## src/hpfc_pkg.sv

```systemverilog
package hpfc_pkg;

  // Direction codes carried on func
  localparam logic [1:0] FUNC_S2H = 2'd0;  // single to half
  localparam logic [1:0] FUNC_H2S = 2'd1;  // half to single
  localparam logic [1:0] FUNC_D2H = 2'd2;  // double to half
  localparam logic [1:0] FUNC_H2D = 2'd3;  // half to double

  // Format widths
  localparam int OPND_W = 64;
  localparam int HALF_W = 16;
  localparam int SGL_W  = 32;
  localparam int HMAN_W = 10;
  localparam int DMAN_W = 52;

  // Half encodings
  localparam logic [15:0] HALF_INF = 16'h7C00;

  // Bias differences to half (wide bias minus 15), and the wide biases
  localparam logic signed [11:0] SGL_BDIFF = 12'sd112;
  localparam logic signed [11:0] DBL_BDIFF = 12'sd1008;
  localparam logic signed [11:0] SGL_BIAS  = 12'sd127;
  localparam logic signed [11:0] DBL_BIAS  = 12'sd1023;

  // Fields of a source operand after unpacking to a common wide form
  typedef struct packed {
    logic                sign;
    logic                exp_max;   // source exponent all ones
    logic signed [11:0]  hexp;      // exponent rebiased for half
    logic [DMAN_W-1:0]   frac;      // fraction, left aligned to 52 bits
  } wide_fields_t;

endpackage

```

## src/hpfc_narrow.sv

```systemverilog
module hpfc_narrow (
  input  logic                          is_double,
  input  logic [hpfc_pkg::OPND_W-1:0]   operand,
  output logic [hpfc_pkg::HALF_W-1:0]   half
);

  hpfc_pkg::wide_fields_t fld;

  logic [hpfc_pkg::DMAN_W:0]   mant;
  logic [hpfc_pkg::DMAN_W:0]   sub_shift;
  logic [hpfc_pkg::DMAN_W:0]   sub_mask;
  logic [3:0]                  sub_k;
  logic [11:0]                 neg_exp;
  logic [9:0]                  sub_q;
  logic                        sub_inc;
  logic [15:0]                 sub_res;
  logic [9:0]                  nrm_q;
  logic                        nrm_inc;
  logic [15:0]                 nrm_res;
  logic [9:0]                  nan_man;
  logic [14:0]                 mag;

  // Unpack single or double into the common wide form
  always_comb begin
    if (is_double) begin
      fld.sign    = operand[63];
      fld.exp_max = (operand[62:52] == 11'h7FF);
      fld.hexp    = $signed({1'b0, operand[62:52]}) - hpfc_pkg::DBL_BDIFF;
      fld.frac    = operand[51:0];
    end else begin
      fld.sign    = operand[31];
      fld.exp_max = (operand[30:23] == 8'hFF);
      fld.hexp    = $signed({4'b0, operand[30:23]}) - hpfc_pkg::SGL_BDIFF;
      fld.frac    = {operand[22:0], 29'b0};
    end
  end

  assign mant = {1'b1, fld.frac};

  // Subnormal result: shift right by 43 + k, round to nearest even
  assign neg_exp   = 12'd0 - fld.hexp;
  assign sub_k     = neg_exp[3:0];
  assign sub_shift = mant >> sub_k;
  assign sub_mask  = (53'd1 << sub_k) - 53'd1;
  assign sub_q     = sub_shift[52:43];
  assign sub_inc   = sub_shift[42] & ((|sub_shift[41:0]) | (|(mant & sub_mask)) | sub_q[0]);
  assign sub_res   = {6'b0, sub_q} + {15'b0, sub_inc};

  // Normal result: mantissa carry runs into the exponent
  assign nrm_q   = fld.frac[51:42];
  assign nrm_inc = fld.frac[41] & ((|fld.frac[40:0]) | nrm_q[0]);
  assign nrm_res = {1'b0, fld.hexp[4:0], 10'b0} + {6'b0, nrm_q} + {15'b0, nrm_inc};

  // NaN keeps the top mantissa bits, never all zero
  assign nan_man = (nrm_q == 10'd0) ? 10'd1 : nrm_q;

  // Class select
  always_comb begin
    priority if (fld.exp_max) begin
      mag = (fld.frac == '0) ? hpfc_pkg::HALF_INF[14:0] : {5'h1F, nan_man};
    end else if (fld.hexp >= 12'sd31) begin
      mag = hpfc_pkg::HALF_INF[14:0];
    end else if (fld.hexp < -12'sd10) begin
      mag = 15'd0;
    end else if (fld.hexp <= 12'sd0) begin
      mag = sub_res[14:0];
    end else if (nrm_res >= hpfc_pkg::HALF_INF) begin
      mag = hpfc_pkg::HALF_INF[14:0];
    end else begin
      mag = nrm_res[14:0];
    end
  end

  assign half = {fld.sign, mag};

endmodule

```

## src/hpfc_widen.sv

```systemverilog
module hpfc_widen (
  input  logic                          is_double,
  input  logic [hpfc_pkg::HALF_W-1:0]   half,
  output logic [hpfc_pkg::OPND_W-1:0]   wide
);

  logic               sign;
  logic [4:0]         hexp;
  logic [9:0]         man;
  logic [3:0]         lz;
  logic [9:0]         sub_frac;
  logic signed [11:0] uexp;
  logic [9:0]         frac;
  logic               is_zero;
  logic               is_spec;
  logic [11:0]        exp_s;
  logic [11:0]        exp_d;
  logic [7:0]         out_exp_s;
  logic [10:0]        out_exp_d;

  assign sign = half[15];
  assign hexp = half[14:10];
  assign man  = half[9:0];

  // Leading-zero count of a subnormal mantissa (highest set bit wins)
  always_comb begin
    lz = 4'd9;
    for (int i = 0; i < 10; i++) begin
      if (man[i]) lz = 4'(9 - i);
    end
  end

  // Drop the leading one of a subnormal
  assign sub_frac = man << (lz + 4'd1);

  assign is_zero = (hexp == 5'd0) && (man == 10'd0);
  assign is_spec = (hexp == 5'h1F);

  // Unbiased exponent and fraction
  always_comb begin
    priority if (is_spec) begin
      uexp = 12'sd0;
      frac = (man == 10'd0) ? 10'd0 : (man | 10'h200);
    end else if (hexp == 5'd0) begin
      uexp = -12'sd15 - $signed({8'b0, lz});
      frac = sub_frac;
    end else begin
      uexp = $signed({7'b0, hexp}) - 12'sd15;
      frac = man;
    end
  end

  assign exp_s = uexp + hpfc_pkg::SGL_BIAS;
  assign exp_d = uexp + hpfc_pkg::DBL_BIAS;

  always_comb begin
    priority if (is_spec) begin
      out_exp_s = 8'hFF;
      out_exp_d = 11'h7FF;
    end else if (is_zero) begin
      out_exp_s = 8'h00;
      out_exp_d = 11'h000;
    end else begin
      out_exp_s = exp_s[7:0];
      out_exp_d = exp_d[10:0];
    end
  end

  // Pack the wide result, zero extended
  assign wide = is_double ? {sign, out_exp_d, frac, 42'b0}
                          : {32'b0, sign, out_exp_s, frac, 13'b0};

endmodule

```

## src/half_precision_format_converter_unit.sv

```systemverilog
// Channel   Ports                     Handshake
// -------   -----------------------   -----------------------------------
// input     func, operand             start high and busy low at clk edge
// result    converted                 done high for one cycle, no stall
//
// One item is accepted every cycle; busy is never raised.
// Each item passes the operand register, then the result register,
// with the narrowing or widening logic between them.
// Synchronous active-high rst clears the valid flags of both stages.
// The receiver cannot stall, so results are never held back.
module half_precision_format_converter_unit (
  input  logic                          clk,
  input  logic                          rst,
  input  logic                          start,
  output logic                          busy,
  input  logic [1:0]                    func,
  input  logic [hpfc_pkg::OPND_W-1:0]   operand,
  output logic                          done,
  output logic [hpfc_pkg::OPND_W-1:0]   converted
);

  logic                          in_valid;
  logic [1:0]                    in_func;
  logic [hpfc_pkg::OPND_W-1:0]   in_opnd;
  logic [hpfc_pkg::HALF_W-1:0]   narrow_half;
  logic [hpfc_pkg::OPND_W-1:0]   widen_word;
  logic [hpfc_pkg::OPND_W-1:0]   converted_next;

  assign busy = 1'b0;

  // Input register
  always_ff @(posedge clk) begin
    if (rst) begin
      in_valid <= 1'b0;
    end else begin
      in_valid <= start & ~busy;
    end
    in_func <= func;
    in_opnd <= operand;
  end

  hpfc_narrow u_narrow (
    .is_double (in_func == hpfc_pkg::FUNC_D2H),
    .operand   (in_opnd),
    .half      (narrow_half)
  );

  hpfc_widen u_widen (
    .is_double (in_func == hpfc_pkg::FUNC_H2D),
    .half      (in_opnd[15:0]),
    .wide      (widen_word)
  );

  // Result select
  always_comb begin
    unique case (in_func)
      hpfc_pkg::FUNC_S2H, hpfc_pkg::FUNC_D2H: converted_next = {48'b0, narrow_half};
      default:                                converted_next = widen_word;
    endcase
  end

  // Result register
  always_ff @(posedge clk) begin
    if (rst) begin
      done <= 1'b0;
    end else begin
      done <= in_valid;
    end
    converted <= converted_next;
  end

`ifndef NO_ASSERTIONS
  // Every accepted item comes out after the operand and result registers
  a_latency: assert property (@(posedge clk) disable iff (rst)
    (!$past(rst) && !$past(rst, 2)) |-> (done == $past(start, 2)))
    else $error("result strobe does not follow accepted item");

  // Narrowed results are zero above the half field
  a_narrow_zext: assert property (@(posedge clk) disable iff (rst)
    (done && ($past(func, 2) == hpfc_pkg::FUNC_S2H || $past(func, 2) == hpfc_pkg::FUNC_D2H))
    |-> (converted[63:16] == 48'b0))
    else $error("half result not zero extended");

  // Single results are zero above bit 31
  a_single_zext: assert property (@(posedge clk) disable iff (rst)
    (done && $past(func, 2) == hpfc_pkg::FUNC_H2S) |-> (converted[63:32] == 32'b0))
    else $error("single result not zero extended");
`endif

endmodule

```

## config.mk

```make
export PLATFORM = sky130hd
export DESIGN_NAME = half_precision_format_converter_unit
export DESIGN_NICKNAME = d
export VERILOG_FILES = /design/src/hpfc_pkg.sv /design/src/hpfc_narrow.sv /design/src/hpfc_widen.sv /design/src/half_precision_format_converter_unit.sv
export SDC_FILE = /design/constraint.sdc
export NUM_CORES = 1
export LEC_CHECK = 0
export ABC_AREA = 1
export BUFFER_PORTS_ARGS = -buffer_cell sky130_fd_sc_hd__buf_2
export CAP_MARGIN = 15
export CORE_ASPECT_RATIO = 1.4
export CORE_MARGIN = 2
export CORE_UTILIZATION = 52
export DETAILED_ROUTE_END_ITERATION = 12
export PLACE_DENSITY_LB_ADDON = 0.15
export SYNTH_ARGS = -nofsm -noshare
export SYNTH_HDL_FRONTEND = slang
export SYNTH_SLANG_ARGS = --single-unit
```

## constraint.sdc

```tcl
create_clock -name clk -period 3.8 [get_ports clk]
set_input_delay 0 -clock clk [delete_from_list [all_inputs] [get_ports clk]]
set_output_delay 0 -clock clk [all_outputs]
set_load 0.02 [all_outputs]
```

Word-level counts from Yosys, hierarchy flattened --
Index checks and enable logic that the tools add are counted.
Word-level totals: flip-flop bits (word level) 132, bits in latches 0, memory bits (writable) 0, memory bits (read-only) 0, input port bits 69, output and inout bits 66, logic and storage cells 79, memories kept 0
Cells by class: add/sub/neg operators 12, multipliers 0, divide/modulo/power cells 0, magnitude comparators 4, equal/unequal tests 5, shift-type cells 3, mux-type cells 28, bitwise operators 7, reductions and logical operators 12
Operator list (number):
- $mux W15 | 5
- $mux W66 | 1
- $and A53 B53 Y53 | 1
- $reduce_or A53 Y1 | 1
- $shl A1 B4 Y53 const A | 1
- $shr A53 B4 Y53 | 1
- $sub A53 B1 Y53 const B | 1
- $logic_not A52 Y1 | 1
- $mux W10 | 5
- $mux W11 | 4
- $reduce_or A42 Y1 | 1
- $reduce_or A41 Y1 | 1
- $mux W16 | 2
- $mux W4 | 8
- $logic_not A10 Y1 | 2
- $add A15 B10 Y16 | 1
- $add A16 B1 Y16 | 1
- $ge A16 B15 Y1 const B | 1
- $mux W8 | 2
- $ge A12 B6 Y1 const B | 1
- $le A12 B1 Y1 const B | 1
- $lt A12 B5 Y1 const B | 1
- $sub A11 B10 Y12 const B | 1
- $add A10 B1 Y11 | 1
- other kinds (21) | 26

Longest topological paths before layout --
Gate-level depths: netlist of the first run.
depth after elaboration 16, depth in mapped cells 36, mapped depth without buffers 35

Cells and area by module --
Synthesis of the first run repeated with hierarchy kept, for this count alone.
Unflattened totals: cell total of the unflattened synthesis 1550, area, all modules 9452.8 µm²
Modules (own cells, without submodules):
- hpfc_narrow | instances 1, cells each 990, area each 4735.8 µm², sequential area each 0.0 µm²
- half_precision_format_converter_unit | instances 1, cells each 295, area each 3280.6 µm², sequential area each 2642.5 µm²
- hpfc_widen | instances 1, cells each 265, area each 1436.4 µm², sequential area each 0.0 µm²

Worst setup path before layout of the first run --
OpenSTA, ideal clock, no wires.
kind register -> register, start point reg in_func[0], end point reg converted[0] (netlist name), setup time 123 ps, data arrival time 3367 ps, required time 3677 ps, setup slack 310 ps, cell stages (with the launch flop) 37, path buffers 3, clock period less this slack 3490 ps, path through dfxtp_1 buf_6 inv_4 buf_4 nand3_4 nand2_4 buf_2 ha_1 inv_1 nor2_2 nand2_2 nand2_1 nor3_2 nand2_1 inv_1 ha_1 nand2_1 nand3_1 nand2_1 nor2_1 nand3_1 nor2_1 nand2_1 nor2_1 nand2_1 nor2_1 nand3_1 nor2_1 nand2_1 nor2_1 nand3_1 nand2_1 nand2_1 nand2_1 nand2_1 nand2_1 a21oi_2
On the way: word-level cells in the longest chain between the ends 16, elaborated cells on any way between the ends 34, classes of those cells add/sub: 5; order compare: 4; eq/ne: 1; shift: 2; mux: 9; bitwise: 6; reduce/logical: 7
Ends and longest elaborated chain:
- start: declaration | line half_precision_format_converter_unit.sv:23 | logic [1:0] in_func;
- start signal: assignment | line half_precision_format_converter_unit.sv:38 | in_func <= func;
- $eq A2 B2 Y1 | line half_precision_format_converter_unit.sv:43, half_precision_format_converter_unit.sv:56
- $mux W66 | line hpfc_narrow.sv:25 | if (is_double) begin
- $sub A1 B4 Y4 | line hpfc_narrow.sv:41 | assign neg_exp = 12'd0 - fld.hexp;
- $shl A1 B4 Y53 | line hpfc_narrow.sv:44 | assign sub_mask = (53'd1 << sub_k) - 53'd1;
- $sub A53 B1 Y53 | line hpfc_narrow.sv:44
- $and A53 B53 Y53 | line hpfc_narrow.sv:46 | assign sub_inc = sub_shift[42] & ((|sub_shift[41:0]) | (|(mant & sub_mask)) | sub_q[0]);
- $reduce_or A53 Y1 | line hpfc_narrow.sv:46
- $or A1 B1 Y1 (2 in a row) | line hpfc_narrow.sv:46
- $and A1 B1 Y1 | line hpfc_narrow.sv:46
- $add A10 B1 Y11 | line hpfc_narrow.sv:47 | assign sub_res = {6'b0, sub_q} + {15'b0, sub_inc};
- $mux W15 | line hpfc_narrow.sv:65 | end else if (fld.hexp <= 12'sd0) begin
- $mux W15 | line hpfc_narrow.sv:63 | end else if (fld.hexp < -12'sd10) begin
- $mux W15 | line hpfc_narrow.sv:61 | end else if (fld.hexp >= 12'sd31) begin
- $mux W15 | line hpfc_narrow.sv:59 | priority if (fld.exp_max) begin
- $mux W16 * | line half_precision_format_converter_unit.sv:56 | unique case (in_func)
- end signal: assignment | line half_precision_format_converter_unit.sv:69 | converted <= converted_next;
- end: declaration | line half_precision_format_converter_unit.sv:19 | output logic [hpfc_pkg::OPND_W-1:0] converted
Mark *: on every way between the ends. The rest lies on a longest branch, timed or not. A chain may end at the register's enable or synchronous reset.

Worst setup path in the final report of the first run --
start point reg in_func[1], end point reg converted[0] (netlist name)
Same word-level chain as after synthesis.

==> results of run 1 <==
where the power goes:
| group | leakage (nW) | switching, mW | internal [mW] | total, mW |
|---|---|---|---|---|
| Clock | 0.284 | 0.707 | 0.943 | 1.65 |
| Combinational | 4.47 | 0.892 | 0.488 | 1.38 |
| Sequential | 1.02 | 0.0529 | 1.35 | 1.40 |
cell usage after synthesis (16+ instances only):
master    instances  area (µm²)
nand2_2          19         119
nand4_1          26         163
a21oi_1          36         180
nand2_1         421        1580
nand3_1         168         841
nor2_1          151         567
dfxtp_1         122        2440
clkbuf_1         16        60.1
buf_4            19         143
o21ai_0          62         310
inv_1           119         447
worst min path at each step:
stage,from,slack [ns],depth (start not counted),endpoint
CTS,operand[28],0.19,2,in_opnd[28]$_DFF_P_
global route,operand[61],0.20,2,in_opnd[61]$_DFF_P_
floorplan,func[0],0.03,0,in_func[0]$_DFF_P_
global placement,operand[23],0.10,1,in_opnd[23]$_DFF_P_
finish,operand[30],0.20,2,in_opnd[30]$_DFF_P_
detailed placement,operand[5],0.10,1,in_opnd[5]$_DFF_P_
routing by layer:
layer / track usage, % / wire [µm] / up-vias
li1: - / - / 4891
met1: 40.8 / 12200 / 4699
met2: 67.9 / 17000 / 589
met3: 5.65 / 2510 / 196
met4: 28.7 / 3120 / 0
met5: 0 / 0 / -
placed cells by master, fill, tap and decap left out, types with 10 or more instances in the layout:
| cell | n |
|---|---|
| nor2_1 | 146 |
| nand2_2 | 26 |
| nand3_1 | 165 |
| a21oi_1 | 35 |
| nor2_2 | 15 |
| nand2_4 | 19 |
| conb_1 | 11 |
| dfxtp_1 | 120 |
| nand2_1 | 408 |
| buf_2 | 123 |
| buf_4 | 85 |
| nand4_1 | 26 |
| o21ai_1 | 12 |
| inv_2 | 10 |
| ha_1 | 12 |
| xor2_1 | 14 |
| inv_1 | 116 |
| o21ai_0 | 58 |
| dlygate4sd3_1 | 68 |
| nor3_1 | 15 |
| clkbuf_16 | 17 |
metrics by stage:
step                      hold slack [ns]  worst slack (ns)  std cells  area, µm²
final                               0.201             0.130       1825      11300
after global routing                0.198            -0.174       1825      11300
after CTS                           0.195            0.0354       1795      10800
after detailed placement            0.104           -0.0592       1695       9500
after global placement              0.102            0.0607       1695       9500
after floorplan                    0.0277             0.310       1371       8540
sequential cells by signal, summed over array words and instances, names as in the netlist:
register and cells:
converted 54, in_valid 1, done 1, in_func 2
in_opnd 64
cell type report:
cell class	instances	area share (%)
Clock buffer	18	3.89
Clock inverter	14	1.32
Inverter	132	4.48
Multi-Input combinational cell	1053	47.7
Sequential cell	122	21.7
Tap cell	199	2.21
Timing Repair Buffer	287	18.7
kinds of logic (layout without fill, tap and decap cells):
group,after synthesis,after routing,share of synthesized area (%)
XOR/XNOR,17,17,1.75
AND/OR/NAND/NOR,864,866,46.2
flip-flops,122,122,28.7
AO/OA/AOI/OAI,139,139,9.36
multiplexers,5,5,0.588
other,1,11,0.0441
adder cells (fa/ha/maj),15,15,2.21
buffers and inverters,198,451,11.1
worst register-to-register path: cells and delay by family, from the launching register on:
kind,cells,cell delay (ns)
and+or+nand+nor,27,2.40
AOI/OAI and AO/OA,2,0.42
buffers and inverters,2,0.12
DFF,1,0.47
adders and majority gates,1,0.12
timing repair:
| item | 4_1_cts | 5_1_grt |
|---|---|---|
| setup endpoints to repair | 9 | 13 |
| gates cloned | 0 | 2 |
| resized for setup | 4 | 70 |
| hold buffers | 68 | 0 |
| buffers inserted | 0 | 28 |
| pin swaps | 1 | 39 |
| hold endpoints to repair | 68 | 0 |
==> flow_metrics.tcl, run 1 <==
set metrics [dict create \
    outcome "completed" \
    dpl.hpwl_um 25600 \
    async_flop_share_pct 0 \
    area_growth_pct 32.7 \
    wl_per_cell_um 19.1 \
    grt.total_usage_pct 38.3 \
    synth_seq_cells 122 \
    io_pins 135 \
    relSlewSlack_pct 42.0 \
    clock_sinks 122 \
    antenna_found_initial 0 \
    worstMarginPinSlew_ns 0.865 \
    reg2reg_from "in_func[1]$_DFF_P_" \
    clk_path_buf_depth 2 \
    grt_remaining_overflow 0 \
    io_buffers 123 \
    yosys.cell_types.count 49 \
    crit_buf_inv 2 \
    n_fill_cell 1399 \
    regToRegSetupSlack_ns 0.13 \
    cp.depth 32 \
    dieHeight_um 155 \
    start_util_pct 52.8 \
    cp_data_required_time_ns 4.10 \
    drcViolationCount 0 \
    maxSlewViolCount 0 \
    timing.rr.end "converted[0]$_SDFF_PP0_" \
    synth_area_um2 8510 \
    slowest_stage "dfxtp_4" \
    reg2regPathDepth 32 \
    p_leak_nw 5.77 \
    die_area_um2 17400 \
    drtIter0Drc 1130 \
    antenna_cells 0 \
    fin_total_pwr_mw 4.43 \
    grt_pass1_wl_um 51900 \
    numCtsBuffers 17 \
    wl_um 34800 \
    ys_seq_area_share_pct 28.7 \
    grt_pass1_vias 9778 \
    path_clk_slew_ns 0.07 \
    max-vdd-ir-drop_mv 0.351 \
    grt_max_degree 32 \
    synth_ff_type "dfxtp_1" \
    drive_above_1_share_pct 22.9 \
    setup_viol 0 \
    end_kind "register" \
    cp_data_arrival_time_ns 3.97 \
    fin_crit_ns 3.67 \
    worstSetupPathType "reg2reg" \
    root_buffer "clkbuf_16" \
    timing.setup.tns_ns 0 \
    max_clock_freq_ghz 0.273 \
    timing.final.crit_share_pct 96.6 \
    crit_top_cell "nand2_1" \
    nNetsFinal 1697 \
    worst_setup_path_start_kind "register" \
    cap_violations 0 \
    hold_viol 0 \
    synth_edf_count 0 \
    vias_per_cell 5.68 \
    multi_input_area_um2 5380 \
    drt_first_pass_iters 6 \
    ys_warn_count 0 \
    startpoint "in_func[1]$_DFF_P_" \
    crit_end "converted[0]$_SDFF_PP0_" \
    cts_tree "built" \
    core_um2 16100 \
    ant_nets 0 \
    seqCellArea_um2 2450 \
    postLayoutCoreUtil_pct 70.1 \
    clk_latency_ns 0.43 \
    hp-class "in2reg" \
    place_congestion 1.06 \
    die_w_um 112 \
    critPathTopFamily "simple AND/OR/NAND/NOR gates" \
    rsz0062_at_grt "yes" \
    postSynthAreaPerCell_um2 6.25 \
    slowest_delay_ns 0.47 \
    vias 10400 \
    synthesis.instances 1361 \
    htree_levels 4 \
    rows 55 \
    power_density_nw_per_um2 393 \
    crit_fanout 7 \
    finalClockSkew_ns 0.0108 \
]
Power figures use the tool's default switching activity.
==> run 2, diff against run 1 <==
--- a/config.mk
+++ b/config.mk
@@ -5,7 +5,7 @@
 export SDC_FILE = /design/constraint.sdc
 export NUM_CORES = 1
 export LEC_CHECK = 0
-export ABC_AREA = 1
+export ABC_CLOCK_PERIOD_IN_PS = 3300
 export BUFFER_PORTS_ARGS = -buffer_cell sky130_fd_sc_hd__buf_2
 export CAP_MARGIN = 15
 export CORE_ASPECT_RATIO = 1.4
==> constraint.sdc (replaced) <==
create_clock -name clk -period 3.3 [get_ports clk]
set_input_delay 0 -clock clk [delete_from_list [all_inputs] [get_ports clk]]
set_output_delay 0 -clock clk [all_outputs]
set_load 0.02 [all_outputs]
==> flow_metrics.tcl, run 2 <==
set metrics [dict create \
    die_w_um 110 \
    hp-class "in2reg" \
    outcome "complete, but fails checks" \
    ys_seq_area_share_pct 29.7 \
    worst_setup_path_start_kind "register" \
    drt_first_pass_iters 5 \
    end_kind "register" \
    hold_viol 0 \
    worstMarginPinSlew_ns 0.737 \
    synthesis.instances 1041 \
    place_congestion 1.06 \
    grtUsageMet2_pct 67.9 \
    critPathTopFamily "simple AND/OR/NAND/NOR gates" \
    yosys.cell_types.count 94 \
    dieHeight_um 153 \
    area_growth_pct 45.7 \
    maxSlewViolCount 0 \
    antenna_cells 0 \
    wl_per_cell_um 21.8 \
    drtIter0Drc 757 \
    met1_usage_pct 42.9 \
    largest_reg_flops 64 \
    grt.total_usage_pct 40.8 \
    synthTopCellsByCount "dfxtp_1 (122), nor2_1 (109), nand2_1 (99), mux2i_1 (61), a21oi_1 (59)" \
    htree_levels 4 \
    place_ws_ns -0.324 \
    crit_buf_inv 0 \
    slowest_delay_ns 0.47 \
    cp_data_arrival_time_ns 3.86 \
    crit_top_cell "ha_4" \
    final_common_cell "buf_4" \
    worstSetupPathType "reg2reg" \
    fin_ws_ns -0.244 \
    n_fill_cell 1112 \
    cap_violations 0 \
    die_area_um2 16800 \
    synth_largest_area_cell "dfxtp_1" \
    seqCellArea_um2 2450 \
    fin_area_um2 12000 \
    drive_above_1_share_pct 34.1 \
    worstPathCellList "nor4_4, and3_4, nor3b_4, nand4_1, a2111oi_4, a21oi_2, ha_4, ha_4, o2111ai_4, or2_4, o221a_4, o21ai_1, and4_4, nand2_2, a21oi_1, a311o_1" \
    wl_um 34100 \
    placed_area_um2 10300 \
    finalClockSkew_ns 0.00964 \
    fin_total_pwr_mw 5.03 \
    grt_pass1_wl_um 51800 \
    postLayoutCoreUtil_pct 77.1 \
    synth_seq_cells 122 \
    use_met3_pct 8.17 \
    io_pins 135 \
    dpl.hpwl_um 24200 \
    clk_latency_ns 0.44 \
    synth_area_um2 8220 \
    ys_top_cells_by_area "dfxtp_1 (30%), mux2i_1 (7.4%), nor2_1 (5.0%), nand2_1 (4.5%), a21oi_1 (3.6%)" \
    slowest_stage "a2111oi_4" \
    ant_nets 0 \
    root_buffer "clkbuf_16" \
    grt_pass1_vias 9676 \
    final_cells 1567 \
    fin_crit_ns 3.54 \
    clk_path_buf_depth 2 \
    numCtsBuffers 17 \
    dp_cells 1458 \
    grt_remaining_overflow 0 \
    setup_viol 12 \
    whs_ns 0.198 \
    cp_data_required_time_ns 3.62 \
    regMostFlops "in_opnd" \
    reg.largest.list "in_opnd: 64 flops, converted: 54 flops, in_func: 2 flops" \
    relSlewSlack_pct 50.2 \
    timing.final.crit_share_pct 107 \
    async_flop_share_pct 0 \
    core_um2 15500 \
    nNetsFinal 1442 \
    cts_tree "built" \
    failed_checks "setup timing" \
    clock_sinks 122 \
    final_cell_mix "buf_4 (184), buf_2 (123), dfxtp_1 (116)" \
    multi_input_area_um2 5800 \
    grt_max_degree 30 \
    p_leak_nw 5.22 \
    yosysMostFrequentCell "dfxtp_1" \
    synth_ff_type "dfxtp_1" \
    drcViolationCount 0 \
    vias_per_cell 6.27 \
    max-vdd-ir-drop_mv 0.452 \
    antenna_found_initial 0 \
    crit_fanout 7 \
    start_util_pct 52.9 \
    timing.setup.tns_ns -1.41 \
    vias 9825 \
    top_usage_layer "met2" \
    postSynthAreaPerCell_um2 7.89 \
    io_buffers 123 \
    power_density_nw_per_um2 420 \
    path_clk_slew_ns 0.06 \
    ys_warn_count 0 \
    max_clock_freq_ghz 0.282 \
    rows 54 \
    rsz0062_at_grt "yes" \
    yosys.area.top_type_share_pct 29.7 \
    synth_edf_count 0 \
]
-- run 2: cell types whose count changed after synthesis, moves of 20 or more --
cell	before	now
nand2_1	421	99
nand3_1	168	38
inv_1	119	31
mux2i_1	5	61
nor2_1	151	109
clkbuf_1	16	48
a21oi_1	36	59
nor3_1	15	38
o21ai_0	62	42
-- run 2: cell type report --
type,count,area share (%)
multi-input combinational,803,48.4
clock inverter,13,1.14
timing repair buffer,382,23.2
clock buffer,19,3.70
tap,196,2.05
inverter,32,1.09
sequential,122,20.5
-- run 2: kinds of logic (layout without fill, tap and decap cells) --
kind of cell / count (synthesis) / in the layout / share of synthesized area (%)
xor+xnor: 30 / 30 / 3.29
mux: 80 / 80 / 10.8
buf+inv: 126 / 446 / 7.11
fa+ha+maj: 16 / 16 / 2.41
compound gates: 250 / 250 / 20.9
other cells: 1 / 11 / 0.0456
simple gates: 416 / 416 / 25.7
flops: 122 / 122 / 29.7
-- run 2: per-layer routing --
metal	up-vias	wire [µm]
li1	4435	-
met3	210	2490
met4	0	3350
met2	599	16800
met5	-	0
met1	4581	11500
-- run 2: power breakdown --
part | internal, mW | total (mW) | leakage [nW] | switching [mW]
clock network | 1.08 | 1.85 | 0.275 | 0.770
logic | 0.690 | 1.57 | 3.93 | 0.883
registers | 1.55 | 1.61 | 1.02 | 0.0557
-- run 2: what timing repair did --
item | CTS | global route
hold buffers | 68 | 0
pin swaps | 17 | 22
setup endpoints to repair | 15 | 15
resized for setup | 36 | 43
endpoints found under the hold margin | 68 | 0
buffers inserted | 4 | 6
-- run 2: worst paths after layout --
kind                                  end  cells after the start           startpoint  slack, ns
hold / removal        in_opnd[60]$_DFF_P_                      2          operand[60]       0.20
setup reg to reg  converted[9]$_SDFF_PP0_                     16   in_opnd[2]$_DFF_P_      -0.24
hold reg to reg           done$_SDFF_PP0_                      1  in_valid$_SDFF_PP0_       0.47
setup / recovery  converted[9]$_SDFF_PP0_                     16   in_opnd[2]$_DFF_P_      -0.24
